File: src/rtl/core/ocvsoc_pkg.sv
// Shared types and constants for the OCV state-of-charge estimator core.
// No dependencies; imported by ocvsoc_div and the top level of the core.
package ocvsoc_pkg;

    localparam int DIV_NW = 44;
    localparam int DIV_DW = 33;
    localparam int MUL_AW = 35;
    localparam int MUL_BW = 9;

    localparam logic [16:0] OCV_ROUND   = 17'd5;
    localparam logic [6:0]  PCT_DEFAULT = 7'd100;
    localparam int          OCV_SCALE   = 10;
    localparam int          PCT_SCALE   = 100;

    typedef enum logic [1:0] {
        FUNC_LOAD_TEMP = 2'd0,
        FUNC_LOAD_CAP  = 2'd1,
        FUNC_LOAD_OCV  = 2'd2,
        FUNC_ESTIMATE  = 2'd3
    } func_t;

    typedef enum logic {
        CFG_ROWS_USED    = 1'b0,
        CFG_COLUMNS_USED = 1'b1
    } cfg_index_t;

    typedef struct packed {
        logic                     start;
        logic signed [DIV_NW-1:0] dividend;
        logic signed [DIV_DW-1:0] divisor;
    } div_req_t;

    typedef struct packed {
        logic                     done;
        logic signed [DIV_NW-1:0] quotient;
    } div_rsp_t;

endpackage

File: src/rtl/core/ocvsoc_div.sv
// Shared iterative signed divider, one quotient bit per cycle, truncating.
// Depends on ocvsoc_pkg.
module ocvsoc_div (
    input  logic                 clk,
    input  logic                 rst_n,
    input  ocvsoc_pkg::div_req_t req,
    output ocvsoc_pkg::div_rsp_t rsp
);
    import ocvsoc_pkg::*;

    localparam int CNTW = $clog2(DIV_NW + 1);

    logic              busy_reg;
    logic              done_reg;
    logic [CNTW-1:0]   cnt_reg;
    logic [DIV_NW-1:0] num_reg;
    logic [DIV_DW-1:0] den_reg;
    logic [DIV_DW-1:0] rem_reg;
    logic              neg_reg;

    logic [DIV_NW-1:0] num_abs;
    logic [DIV_DW-1:0] den_abs;
    logic [DIV_DW:0]   rem_sh;
    logic              fits;

    assign num_abs = req.dividend[DIV_NW-1] ? DIV_NW'(-req.dividend) : DIV_NW'(req.dividend);
    assign den_abs = req.divisor[DIV_DW-1] ? DIV_DW'(-req.divisor) : DIV_DW'(req.divisor);
    assign rem_sh  = {rem_reg, num_reg[DIV_NW-1]};
    assign fits    = rem_sh >= {1'b0, den_reg};

    always_ff @(posedge clk or negedge rst_n)
    begin
        if (!rst_n)
        begin
            busy_reg <= 1'b0;
            done_reg <= 1'b0;
            cnt_reg  <= '0;
        end
        else
        begin
            done_reg <= 1'b0;
            if (req.start)
            begin
                busy_reg <= 1'b1;
                cnt_reg  <= CNTW'(DIV_NW);
            end
            else if (busy_reg)
            begin
                cnt_reg <= cnt_reg - 1'b1;
                if (cnt_reg == CNTW'(1))
                begin
                    busy_reg <= 1'b0;
                    done_reg <= 1'b1;
                end
            end
        end
    end

    always_ff @(posedge clk)
    begin
        if (req.start)
        begin
            num_reg <= num_abs;
            den_reg <= den_abs;
            rem_reg <= '0;
            neg_reg <= req.dividend[DIV_NW-1] ^ req.divisor[DIV_DW-1];
        end
        else if (busy_reg)
        begin
            if (fits)
            begin
                rem_reg <= DIV_DW'(rem_sh - {1'b0, den_reg});
                num_reg <= {num_reg[DIV_NW-2:0], 1'b1};
            end
            else
            begin
                rem_reg <= rem_sh[DIV_DW-1:0];
                num_reg <= {num_reg[DIV_NW-2:0], 1'b0};
            end
        end
    end

    assign rsp.done     = done_reg;
    assign rsp.quotient = neg_reg ? -$signed(num_reg) : $signed(num_reg);

endmodule

File: config.mk
export PLATFORM = sky130hd
export DESIGN_NAME = ocvsoc_div
export DESIGN_NICKNAME = d
export VERILOG_FILES = /design/src/rtl/core/ocvsoc_pkg.sv /design/src/rtl/core/ocvsoc_div.sv
export SDC_FILE = /design/constraint.sdc
export NUM_CORES = 1
export LEC_CHECK = 0
export BUFFER_PORTS_ARGS = -buffer_cell sky130_fd_sc_hd__clkbuf_2
export CAP_MARGIN = 20
export CORE_UTILIZATION = 31
export CTS_CLUSTER_SIZE = 14
export DETAILED_ROUTE_END_ITERATION = 12
export HOLD_SLACK_MARGIN = 0.06
export RECOVER_POWER = 100
export SLEW_MARGIN = 20
export SYNTH_ARGS = -nofsm -noshare
export SYNTH_HDL_FRONTEND = slang
export SYNTH_SLANG_ARGS = --single-unit
File: constraint.sdc
create_clock -name clk -period 7.3 [get_ports clk]
set_input_delay 1.46 -clock clk [delete_from_list [all_inputs] [get_ports clk]]
set_output_delay 1.46 -clock clk [all_outputs]
set_load 0.05 [all_outputs]
# [Word level (Yosys, flattened, before mapping)]
# Index checks and enable logic that the tools add are counted.
[totals] regBits=119 input_bits=80 output_inout_bits=45 word_cells=32
[classes] addsub=5 n_lt_le_gt_ge=1 eq_ne=1 n_mux=15 bitwise_logic=1 n_reduce_logical=1
[op_table] cell="$mux W44" count=4
[op_table] cell="$neg A44 Y44" count=2
[op_table] cell="$ge A34 B33 Y1" count=1
[op_table] cell="$mux W33" count=1
[op_table] cell="$neg A33 Y33" count=1
[op_table] cell="$sub A33 B33 Y33" count=1
[op_table] cell="$mux W32" count=1
[op_table] cell="$mux W6" count=2
[op_table] cell="$mux W1" count=7
[op_table] cell="$eq A6 B1 Y1 const B" count=1
[op_table] cell="$sub A6 B1 Y6 const B" count=1
[op_table] cell="$reduce_bool A2 Y1" count=1
[op_table] cell="$xor A1 B1 Y1" count=1

# [Logic depth before layout (Yosys ltp)]
# Gate-level depths: netlist of run 1.
[depth] depth_word=4 mapped_depth=15 mapped_depth_nobuf=13

# [Worst setup path after synthesis of run 1]
# Ideal clock, no wire load.
[synth_path] kind="reg2out" start="register num_reg[0]" end="output port rsp[38] in the netlist's numbering" arrival_time_ns=3.414 path_slack_ns=2.426 stages_incl_launch_ff=12 path_cell_list="edfxtp_1 -> inv_1 -> ha_1 -> or3b_2 -> nor2b_1 -> nand4b_1 -> or3_1 -> nor4_1 -> nand2b_1 -> or3_1 -> o41ai_1 -> xnor2_1"
[synth_rtl] element="start, declared" line_no="ocvsoc_div.sv:16" source="logic [DIV_NW-1:0] num_reg;"
[synth_rtl] element="start signal, assigned" line_no="ocvsoc_div.sv:63" source="num_reg <= num_abs;"
[synth_rtl] element="start signal, assigned" line_no="ocvsoc_div.sv:73" source="num_reg <= {num_reg[DIV_NW-2:0], 1'b1};"
[synth_rtl] element="start signal, assigned" line_no="ocvsoc_div.sv:78" source="num_reg <= {num_reg[DIV_NW-2:0], 1'b0};"
[synth_rtl] element="end, declared" line_no="ocvsoc_div.sv:7" source="output ocvsoc_pkg::div_rsp_t rsp"

==> metrics, run 1 <==
run status=complete, but fails checks; failing checks=capacitance limit, slew limit; Syn Inst Count=slightly above 1000; antenna viol nets, final=0; post-synthesis mux area share=0.02469; Max Fanout on Critical Path=6; placed cell area=slightly below 0.01 mm^2; EDFF count, synth=78; Worst Max-Slew Pin Slew=between 3 and 4 ns; startpoint types=flop; Post-Synth Simple-Gate Area=0.1804; IO Port Bufs=124; max FFs per register=44; worst endpoint required time=about 6 ns; Die Area=~0.029 mm^2; Hold Crit Class=reg -> reg; Post-Syn Area=0.008917 mm^2; peak supply drop=between 0.0001 and 0.00015 V; vias in the first global route=7165; Syn. warnings=0; Highest Clock Rate=about 170 MHz; Rows=61; Total Routed Length=around 22000 um; Worst-path clk slew=approximately 0.060 ns; CTS resizes=0; period utilisation layout=0.8030; Setup crit start=num_reg[0]$_DFFE_PP_; reg2reg setup slack=2.10 ns; # diodes=0; Syn Area/Cell=a little under 9 um^2; Synth cell types=68; post-DP HPWL=approximately 16000 um; layout cells sized above 1=0.1265; largest net degree at the start of global routing=around 160; GP Congestion=slightly above 0.8; Layout Nets=1236; most frequent cells in the layout=nor2_1, a21oi_1, xnor2_1; Synth Net Count=approximately 1100; grt ovf=0; Critical Path End=rsp[38]; commonest non-fill, non-tap cell in the layout=nor2_1; IO Pins=125; FF-to-FF Start=num_reg[43]$_DFFE_PP_; initial antenna violation count=0; Core Area=about 0.028 mm^2; drt pass-1 iters=5; critical path class=reg -> out; slew margin rel.=-1.130; root buf cell=clkbuf_16; Max Cap Viol=2; flops & latches, synth=about 120; Clock Skews=around 0.012 ns; Setup TNS Final=0 ns; sequential area share after synthesis=0.3592; CTS sink count=between 100 and 150; All-Layer GR Usage=0.1548; post-route cell area=~0.010 mm^2; Die Y=171.6 um; Via-to-Cell Ratio=5.052; CTS Buffer Depth=2; Post-CTS Hold Buffers=0; hold wc startpoint=rem_reg[20]$_SDFFE_PP0P_; initial core utilization=0.3184; Filler Cells Inserted=2900; Worst-Skew Late Latency=0.42 ns; Starting DRT DRC Count=500; post-layout util=0.3724; P&R area growth vs syn=16.96%; global-route wire length before repair=about 36000 um; CP Capture Type=primary output; Compound-Gate Fraction of Synth Area=0.1953; CTS tree=built; PD cells=329.3 mW/mm^2; via count=around 7600; unrepaired setup endpoints after global routing=no; Post-Synth Adder-Cell Area=0.05556; setup bufs post-CTS=0; critical path data arrival time=~4.4 ns; Final Hold Fails=0; reg2reg end=rem_reg[2]$_SDFFE_PP0P_; CTS buffer count=17; Die W=between 150 and 200 um; Final Setup Violations=0; Post-synth top flop=edfxtp_1; Reg2Reg Depth=14; detailed-route DRC error count=0; largest family of logic cells by synthesized area=compound AO/OA/AOI/OAI gates; leakage=4.089 nW; Final Critical Period=5.862 ns; H-tree depth=4; Async S/R FF share, synth=0.06723; drt wl/cell=14.54 um; Final Max Slew Viols=203; Post-Synth XOR/XNOR Area=0.1395
[routing by layer]
| metal | GRT usage | vias to the layer above | share of wire |
|---|---|---|---|
| met5 | 0 | - | 0 |
| met4 | 0.05124 | 0 | 0.019 |
| met1 | 0.2176 | 3534 | 0.49 |
| met2 | 0.2387 | 138 | 0.45 |
| met3 | 0.02600 | 27 | 0.037 |
| li1 | - | 3920 | - |
[synthesized netlist by cell type, drive strengths merged, types with 5 or more instances]
cell      n  share of area
a211oi   27          0.023
a21o      9         0.0076
a21oi   100          0.056
and2      8         0.0056
and3      5         0.0035
buf       7         0.0038
clkbuf   42          0.019
dfrtp     8          0.022
dfxtp    33          0.074
edfxtp   78           0.26
ha       38          0.053
inv      54          0.023
mux2      8          0.010
mux2i    13          0.015
nand2    77          0.032
nand2b   12         0.0084
nand3    12         0.0067
nand4     7         0.0049
nor2    103          0.043
nor2b     5         0.0035
nor3     20          0.011
nor4     13         0.0091
o21ai    49          0.028
o31ai    34          0.029
o41ai    14          0.015
or2       8         0.0056
or3      16          0.014
or4      22          0.020
xnor2    81          0.080
xor2     61          0.060
[worst min-delay path by stage]
stage	endpoint	depth (start not counted)
after floorplan	rem_reg[19]$_SDFFE_PP0P_	2
after global placement	rem_reg[32]$_SDFFE_PP0P_	2
after detailed placement	rem_reg[26]$_SDFFE_PP0P_	2
after CTS	rem_reg[20]$_SDFFE_PP0P_	2
after global routing	rem_reg[32]$_SDFFE_PP0P_	2
final	rem_reg[20]$_SDFFE_PP0P_	2
[worst max-delay path, stage by stage (launching register included)]
cell and delay (ns):
edfxtp_1 0.44, inv_1 0.09, ha_1 0.15, or3b_2 0.49, nor2b_1 0.22, nand4b_1 0.19, or3_1 0.47, nor4_1 0.39
nand2b_1 0.17, or3_1 0.38, o41ai_1 0.33, xnor2_1 0.17, clkbuf_1 0.49
[power by group]
group | total, mW | internal [mW] | switching (mW)
clock | 0.945 | 0.618 | 0.327
combinational | 1.49 | 0.555 | 0.939
sequential | 0.995 | 0.872 | 0.123
total | 3.43 | 2.05 | 1.39
[area by class of cell]
type                    instances  area, um^2  share of cell area
clock inverters                14       221.5             0.02123
repair buffers                129       591.8             0.05674
clock buffers                  18       439.2             0.04211
well taps                     378       473.0             0.04535
flip-flops and latches        119        3204              0.3072
inverters                      54       202.7             0.01943
multi-input cells             796        5298              0.5079
[stage by stage]
stage	worst slack, ns	total power [mW]	instances	hold slack, ns
after floorplan	2.426	2.169	1018	0.4505
after global placement	2.154	2.494	1476	0.4859
after detailed placement	2.076	2.506	1476	0.4966
after CTS	1.620	3.468	1508	0.5041
after global routing	1.031	3.687	1508	0.5139
final	1.438	3.434	1508	0.5030
[kinds of logic after synthesis]
kind of cell,Yosys count
AO/OA/AOI/OAI,273
multiplexers,21
adder cells (fa/ha/maj),39
XOR/XNOR,142
AND/OR/NAND/NOR,321
buffers and inverters,103
flip-flops,119
Power figures use the tool's default switching activity.
==> run 2, diff against run 1 <==
==> constraint.sdc (replaced) <==
create_clock -name clk -period 5.4 [get_ports clk]
set_input_delay 1.08 -clock clk [delete_from_list [all_inputs] [get_ports clk]]
set_output_delay 1.08 -clock clk [all_outputs]
set_load 0.05 [all_outputs]
==> run 2 against run 1 <==
  * The flow still finishes with violations (capacitance limit, slew limit)
  * Register-to-register slack worse by 1.2 ns
  * Final cell count hardly changed
  * Routed wire length increased by 1.3%
  * Clock skew fell by 0.0013 ns
  * Worst setup slack worse by 1.1 ns
  * Global-route usage is 0.093 points higher
  * Final area fell by 0.79%
  * Utilization shrank 0.29 points
  * Via count down 0.13%
  * Non-clock buffer count increased by 1
  * First-iteration DRC count down 24%
  * Largest cell class unchanged
==> metrics, run 2 (synthesis results as in run 1) <==
switching share of power=0.4168 (+0.01239); Multi-input gate area=0.005294 mm^2 (about the same); Final Hold Fails=0 (unchanged); commonest non-fill, non-tap cell in the layout=nor2_1; largest net degree at the start of global routing=116 (-27%); Clock power frac=0.245 (-0.030); Final Setup Violations=0 (unchanged); initial antenna violation count=0 (unchanged); run status=complete, but fails checks; Die Y=171.6 um (unchanged); grt ovf=0 (unchanged); Max Cap Viol=2 (unchanged); Post-CTS Hold Buffers=0 (unchanged); Int Pwr=2.612 mW (+28%); crit-path max cell delay=0.49 ns (about the same); Core Area=0.02801 mm^2 (unchanged); Highest Clock Rate=a little under 200 MHz; Max Fanout on Critical Path=6 (unchanged); H-tree depth=4 (unchanged); Worst-path clk slew=0.06 ns (about the same); GP Congestion=0.8384 (+1.3%); startpoint types=flop; PD cells=432.8 mW/mm^2 (+31%); detailed-route DRC error count=0 (unchanged); Most Frequent Cell on Critical Path=or3_1; CP Capture Type=primary output; vias in the first global route=7229 (+0.89%); unrepaired setup endpoints after global routing=no; Hold Crit Class=reg -> reg; CTS resizes=0 (unchanged); layout cells sized above 1=0.1256 (-0.0009961); Final Max Slew Viols=160 (-21%); Via-to-Cell Ratio=5.042 (-0.20%); Starting DRT DRC Count=381 (-24%); Die Area=0.02945 mm^2 (unchanged); Worst Max-Slew Pin Slew=2.337 ns (-0.8585 ns); root buf cell=clkbuf_16; Rows=61 (unchanged); sequential share of power=0.301 (+0.011); crit path cell chain=inv_1 > ha_1 > or3b_2 > nor2b_1 > nand4b_1 > or3_1 > nor4_2 > nand2b_1 > or3_1 > o41ai_2 > xnor2_1 > clkbuf_4; # diodes=0 (unchanged); CTS buffer count=17 (unchanged); global-route wire length before repair=36560 um (+0.30%); All-Layer GR Usage=0.1558 (+0.0009297); Register Area=0.003204 mm^2 (unchanged); Final Critical Period=just over 5 ns; Switch Pwr=1.866 mW (+34%); CTS tree=built; CP max stage cell=or3b_2; post-DP HPWL=16740 um (+2.1%); drt wl/cell=14.71 um (+1.2%); worst endpoint required time=4.32 ns (-1.52 ns); Layout Nets=1237 (+0.081%); Clock Skews=0.01120 ns (-0.001278 ns); critical path data arrival time=4.01 ns (-0.39 ns); period utilisation layout=0.9427; max FFs per register=44 (unchanged); failing checks=capacitance limit, slew limit; IO Port Bufs=124 (unchanged); antenna viol nets, final=0 (unchanged); Total Routed Length=22200 um (+1.3%); Filler Cells Inserted=2873 (-0.93%); Worst-Skew Late Latency=0.42 ns (about the same); via count=7609 (-0.13%); IO Pins=125 (unchanged); drt pass-1 iters=7 (+2); CTS sink count=119 (unchanged); Gate power share=0.453 (+0.018); setup bufs post-CTS=0 (unchanged); most frequent cells in the layout=nor2_1, a21oi_1, xnor2_1; Setup TNS Final=0 ns (unchanged); CTS Buffer Depth=2 (unchanged); critical path class=reg -> out; slew margin rel.=-0.5578 (+0.5723); leakage=4.049 nW (-0.97%); initial core utilization=0.3184 (unchanged); peak supply drop=0.0001682 V (+13%); Die W=171.6 um (unchanged); post-layout util=0.3694 (-0.002948); P&R area growth vs syn=16.04%
## run 2: final cells by class
type                    count  share of cell area
repair buffers            130             0.05889
multi-input cells         796              0.5116
flip-flops and latches    119              0.3097
inverters                  54             0.01959
clock inverters            13             0.01270
clock buffers              19             0.04184
well taps                 378             0.04571
## run 2: critical path: cells and delay by family (launching register included)
| family | cells | cell delay, ns |
|---|---|---|
| buffers and inverters | 2 | 0.34 |
| AO/OA/AOI/OAI | 1 | 0.25 |
| XOR/XNOR | 1 | 0.16 |
| flip-flops | 1 | 0.46 |
| AND/OR/NAND/NOR | 7 | 2.24 |
| adder cells (fa/ha/maj) | 1 | 0.15 |
## run 2: path summary, 6_finish.rpt
check / start / end / slack [ns] / cells after the start
max: num_reg[0]$_DFFE_PP_ / rsp[38] / 0.31 / 12
min: rem_reg[22]$_SDFFE_PP0P_ / rem_reg[22]$_SDFFE_PP0P_ / 0.50 / 2
max reg2reg: num_reg[43]$_DFFE_PP_ / rem_reg[21]$_SDFFE_PP0P_ / 0.92 / 14
min reg2reg: rem_reg[22]$_SDFFE_PP0P_ / rem_reg[22]$_SDFFE_PP0P_ / 0.50 / 2
max in group asynchronous: rst_n / busy_reg$_DFF_PN0_ / 4.45 / 1
min in group asynchronous: rst_n / cnt_reg[1]$_DFFE_PN0P_ / 0.59 / 1
## run 2: power groups by stage
stage | clock network (mW) | registers (mW) | logic [mW]
3_5_place_dp | 0 | 1.36 | 2.04
5_1_grt | 1.17 | 1.38 | 2.25
4_1_cts | 1.12 | 1.35 | 2.06
6_report | 1.10 | 1.35 | 2.03
2_1_floorplan | 0 | 1.31 | 1.63
3_3_place_gp | 0 | 1.36 | 2.02
## run 2: layer usage
layer / wire length (um) / track usage
met5: 0 / 0
met3: 731 / 0.02646
met2: 10400 / 0.2522
met1: 10720 / 0.2088
met4: 349 / 0.05163
## run 2: through the flow
stage	setup WS (ns)	power, mW	hold slack [ns]	instance area, um^2	std cells
after floorplan	0.9061	2.932	0.4505	8917	1018
after global placement	0.6327	3.389	0.4898	9868	1476
after detailed placement	0.5553	3.402	0.4982	9883	1477
after CTS	0.1013	4.527	0.5058	10450	1509
after global routing	0.007603	4.798	0.5246	10350	1509
final	0.3093	4.478	0.5023	10350	1509
==> run 3, diff against run 2 <==
==> constraint.sdc (replaced) <==
create_clock -name clk -period 4.2 [get_ports clk]
set_input_delay 0.84 -clock clk [delete_from_list [all_inputs] [get_ports clk]]
set_output_delay 0.84 -clock clk [all_outputs]
set_load 0.05 [all_outputs]
==> run 3 against run 2 <==
  * The flow finishes with violations (capacitance limit, slew limit, setup timing)
  * Sequential share of layout area is 1.7 points lower
  * Routed wire length is 2.3% higher
  * Clock power is 42% higher
  * Worst setup slack worse by 0.51 ns
  * Power is 35% higher
  * Hold slack worse by 0.15 ns
  * Largest cell class unchanged
==> metrics, run 3 (synthesis results as in run 1) <==
initial antenna violation count=0 (unchanged); commonest non-fill, non-tap cell in the layout=nor2_1; CTS sink count=119 (unchanged); reg2reg end=rem_reg[2]$_SDFFE_PP0P_; critical path class=reg -> out; worst endpoint required time=3.36 ns (-0.96 ns); antenna viol nets, final=0 (unchanged); sequential share of power=0.287 (-0.014); CTS tree=built; initial core utilization=0.3184 (unchanged); drt wl/cell=14.74 um (+0.17%); post-route setup slack=-0.2005 ns (-0.5098 ns); Max Fanout on Critical Path=3 (-3); GP Congestion=0.8694 (+3.7%); FF-to-FF Start=num_reg[43]$_DFFE_PP_; Total Routed Length=22710 um (+2.3%); critical path data arrival time=3.56 ns (-0.45 ns); reg2reg setup slack=0.08 ns (-0.84 ns); Layout Nets=1269 (+2.6%); Die Y=171.6 um (unchanged); layout cells sized above 1=0.1814 (+0.05587); switching share of power=0.4010 (-0.01581); leakage=4.406 nW (+8.8%); Register Area=0.003203 mm^2 (about the same); CTS buffer count=17 (unchanged); Multi-input gate area=0.005493 mm^2 (+3.8%); max FFs per register=44 (unchanged); Critical path buffers and inverters=3 (+1); crit path cell chain=or4_4 > nor3_4 > buf_4 > nand4b_1 > or3_4 > nor4_4 > nand2b_1 > or3_4 > o41ai_2 > buf_4 > xnor2_2 > buf_12; crit-path max cell delay=0.56 ns (+0.07 ns); final cell count without fillers=1541 (+2.1%); Clock power frac=0.258 (+0.013); setup slack at placement=-0.1686 ns (-0.7240 ns); Die Area=0.02945 mm^2 (unchanged); Final Critical Period=~4.4 ns; H-tree depth=4 (unchanged); placed cells=1506 (+2.0%); Reg2Reg Depth=14 (unchanged); Worst-path clk slew=0.05 ns (about the same); IO Pins=125 (unchanged); failing checks=capacitance limit, slew limit, setup timing; global-route wire length before repair=37720 um (+3.2%); detailed-route DRC error count=0 (unchanged); Hold Crit Class=in -> async; PD cells=551.9 mW/mm^2 (+28%); slew margin rel.=-0.8811 (-0.3233); Gate power share=0.455 (+0.002); Core Area=0.02801 mm^2 (unchanged); period utilisation layout=1.048; drt pass-1 iters=5 (-2); root buf cell=clkbuf_16; Final Setup Violations=5 (+5); All-Layer GR Usage=0.1592 (+0.003409); CP Capture Type=primary output; Via-to-Cell Ratio=5.028 (-0.29%); CP delay by family, top=simple AND/OR/NAND/NOR gates; peak supply drop=0.0002152 V (+28%); post-DP HPWL=16850 um (+0.67%); startpoint types=flop; Rows=61 (unchanged); Post-CTS Hold Buffers=0 (unchanged); via count=7748 (+1.8%); # diodes=0 (unchanged); unrepaired setup endpoints after global routing=yes; grt ovf=0 (unchanged); Switch Pwr=2.420 mW (+30%); Final Hold Fails=0 (unchanged); Power Total=6.036 mW (+35%); Highest Clock Rate=227.2 MHz; vias in the first global route=7574 (+4.8%); Starting DRT DRC Count=460 (+21%); Worst-Skew Late Latency=0.42 ns (about the same); CTS Buffer Depth=2 (unchanged); Die W=171.6 um (unchanged); P&R area growth vs syn=22.65%; IO Port Bufs=124 (unchanged); CP max stage cell=or4_4; Int Pwr=3.616 mW (+38%); most frequent cells in the layout=nor2_1, a21oi_1, clkbuf_2; Max Cap Viol=2 (unchanged); Worst Max-Slew Pin Slew=2.822 ns (+0.4850 ns); run status=complete, but fails checks; Filler Cells Inserted=2851 (-0.77%); Final Max Slew Viols=188 (+18%); Clock Skews=0.01865 ns (+0.007451 ns); largest net degree at the start of global routing=138 (+19%)
run 3: cell count changes in the layout (fill, tap and decap cells not counted), moves of 4 or more:
cell	delta
buf_4	+33
or4_1	-4
or3_4	+6
or4_4	+4
clkbuf_1	-12
or3_1	-6
clkbuf_8	+4
xnor2_1	-4
xnor2_2	+4
buf_12	+4
run 3: what timing repair did:
action,in CTS,in global routing
gates resized for setup,24,29
gates cloned,0,0
buffers inserted,4,0
pin swaps,9,7
setup endpoints to repair,13,14
run 3: worst reg2reg max path: stages (launching register included):
cell and delay (ns):
edfxtp_1 0.41, inv_1 0.16, ha_1 0.19, inv_1 0.06, fa_1 0.39, a21o_1 0.21
a221o_1 0.43, a211oi_1 0.29, o21a_1 0.28, a2111oi_0 0.15, nor3_2 0.23, clkbuf_4 0.50
mux2_2 0.40, mux2i_1 0.14, nor2_1 0.06
run 3: how the worst max path moves through the flow:
stage / from / to / slack, ns / depth (start not counted)
2_1_floorplan: num_reg[0]$_DFFE_PP_ / rsp[38] / 0.03 / 11
3_3_place_gp: num_reg[1]$_DFFE_PP_ / rsp[38] / -0.07 / 13
3_5_place_dp: num_reg[1]$_DFFE_PP_ / rsp[38] / -0.17 / 13
4_1_cts: num_reg[14]$_DFFE_PP_ / rsp[38] / -0.22 / 12
5_1_grt: num_reg[14]$_DFFE_PP_ / rsp[38] / -0.41 / 12
6_report: num_reg[14]$_DFFE_PP_ / rsp[38] / -0.20 / 12
run 3: area by class of cell:
| cell class | count | area share |
|---|---|---|
| multi-input cells | 796 | 0.5022 |
| flip-flops and latches | 119 | 0.2929 |
| repair buffers | 162 | 0.08603 |
| clock buffers | 22 | 0.04336 |
| well taps | 378 | 0.04324 |
| inverters | 54 | 0.01853 |
| clock inverters | 10 | 0.01373 |
run 3: routing by layer:
layer	wire, um	global-route usage	vias to the layer above
met5	0	0	-
met4	471	0.05862	0
met3	944	0.03083	34
met2	10650	0.2568	164
met1	10650	0.2097	3576
li1	-	-	3974
run 3: power by group through the flow:
stage / clock network [mW] / registers (mW) / logic, mW
final: 1.56 / 1.73 / 2.74
after global routing: 1.64 / 1.77 / 3.04
after CTS: 1.59 / 1.73 / 2.78
after detailed placement: 0 / 1.74 / 2.73
after global placement: 0 / 1.74 / 2.71
after floorplan: 0 / 1.68 / 2.09
run 3: stage by stage:
step                hold WS (ns)  utilization  cell area, um^2  setup TNS [ns]
global placement          0.4841       0.3632            10170        -0.07108
global route              0.3860       0.3905            10940          -7.143
floorplan                 0.4505            -             8925               0
detailed placement        0.4946       0.3632            10170         -0.1832
finish                    0.3531       0.3905            10940         -0.6188
CTS                       0.2663       0.3909            10950         -0.7371
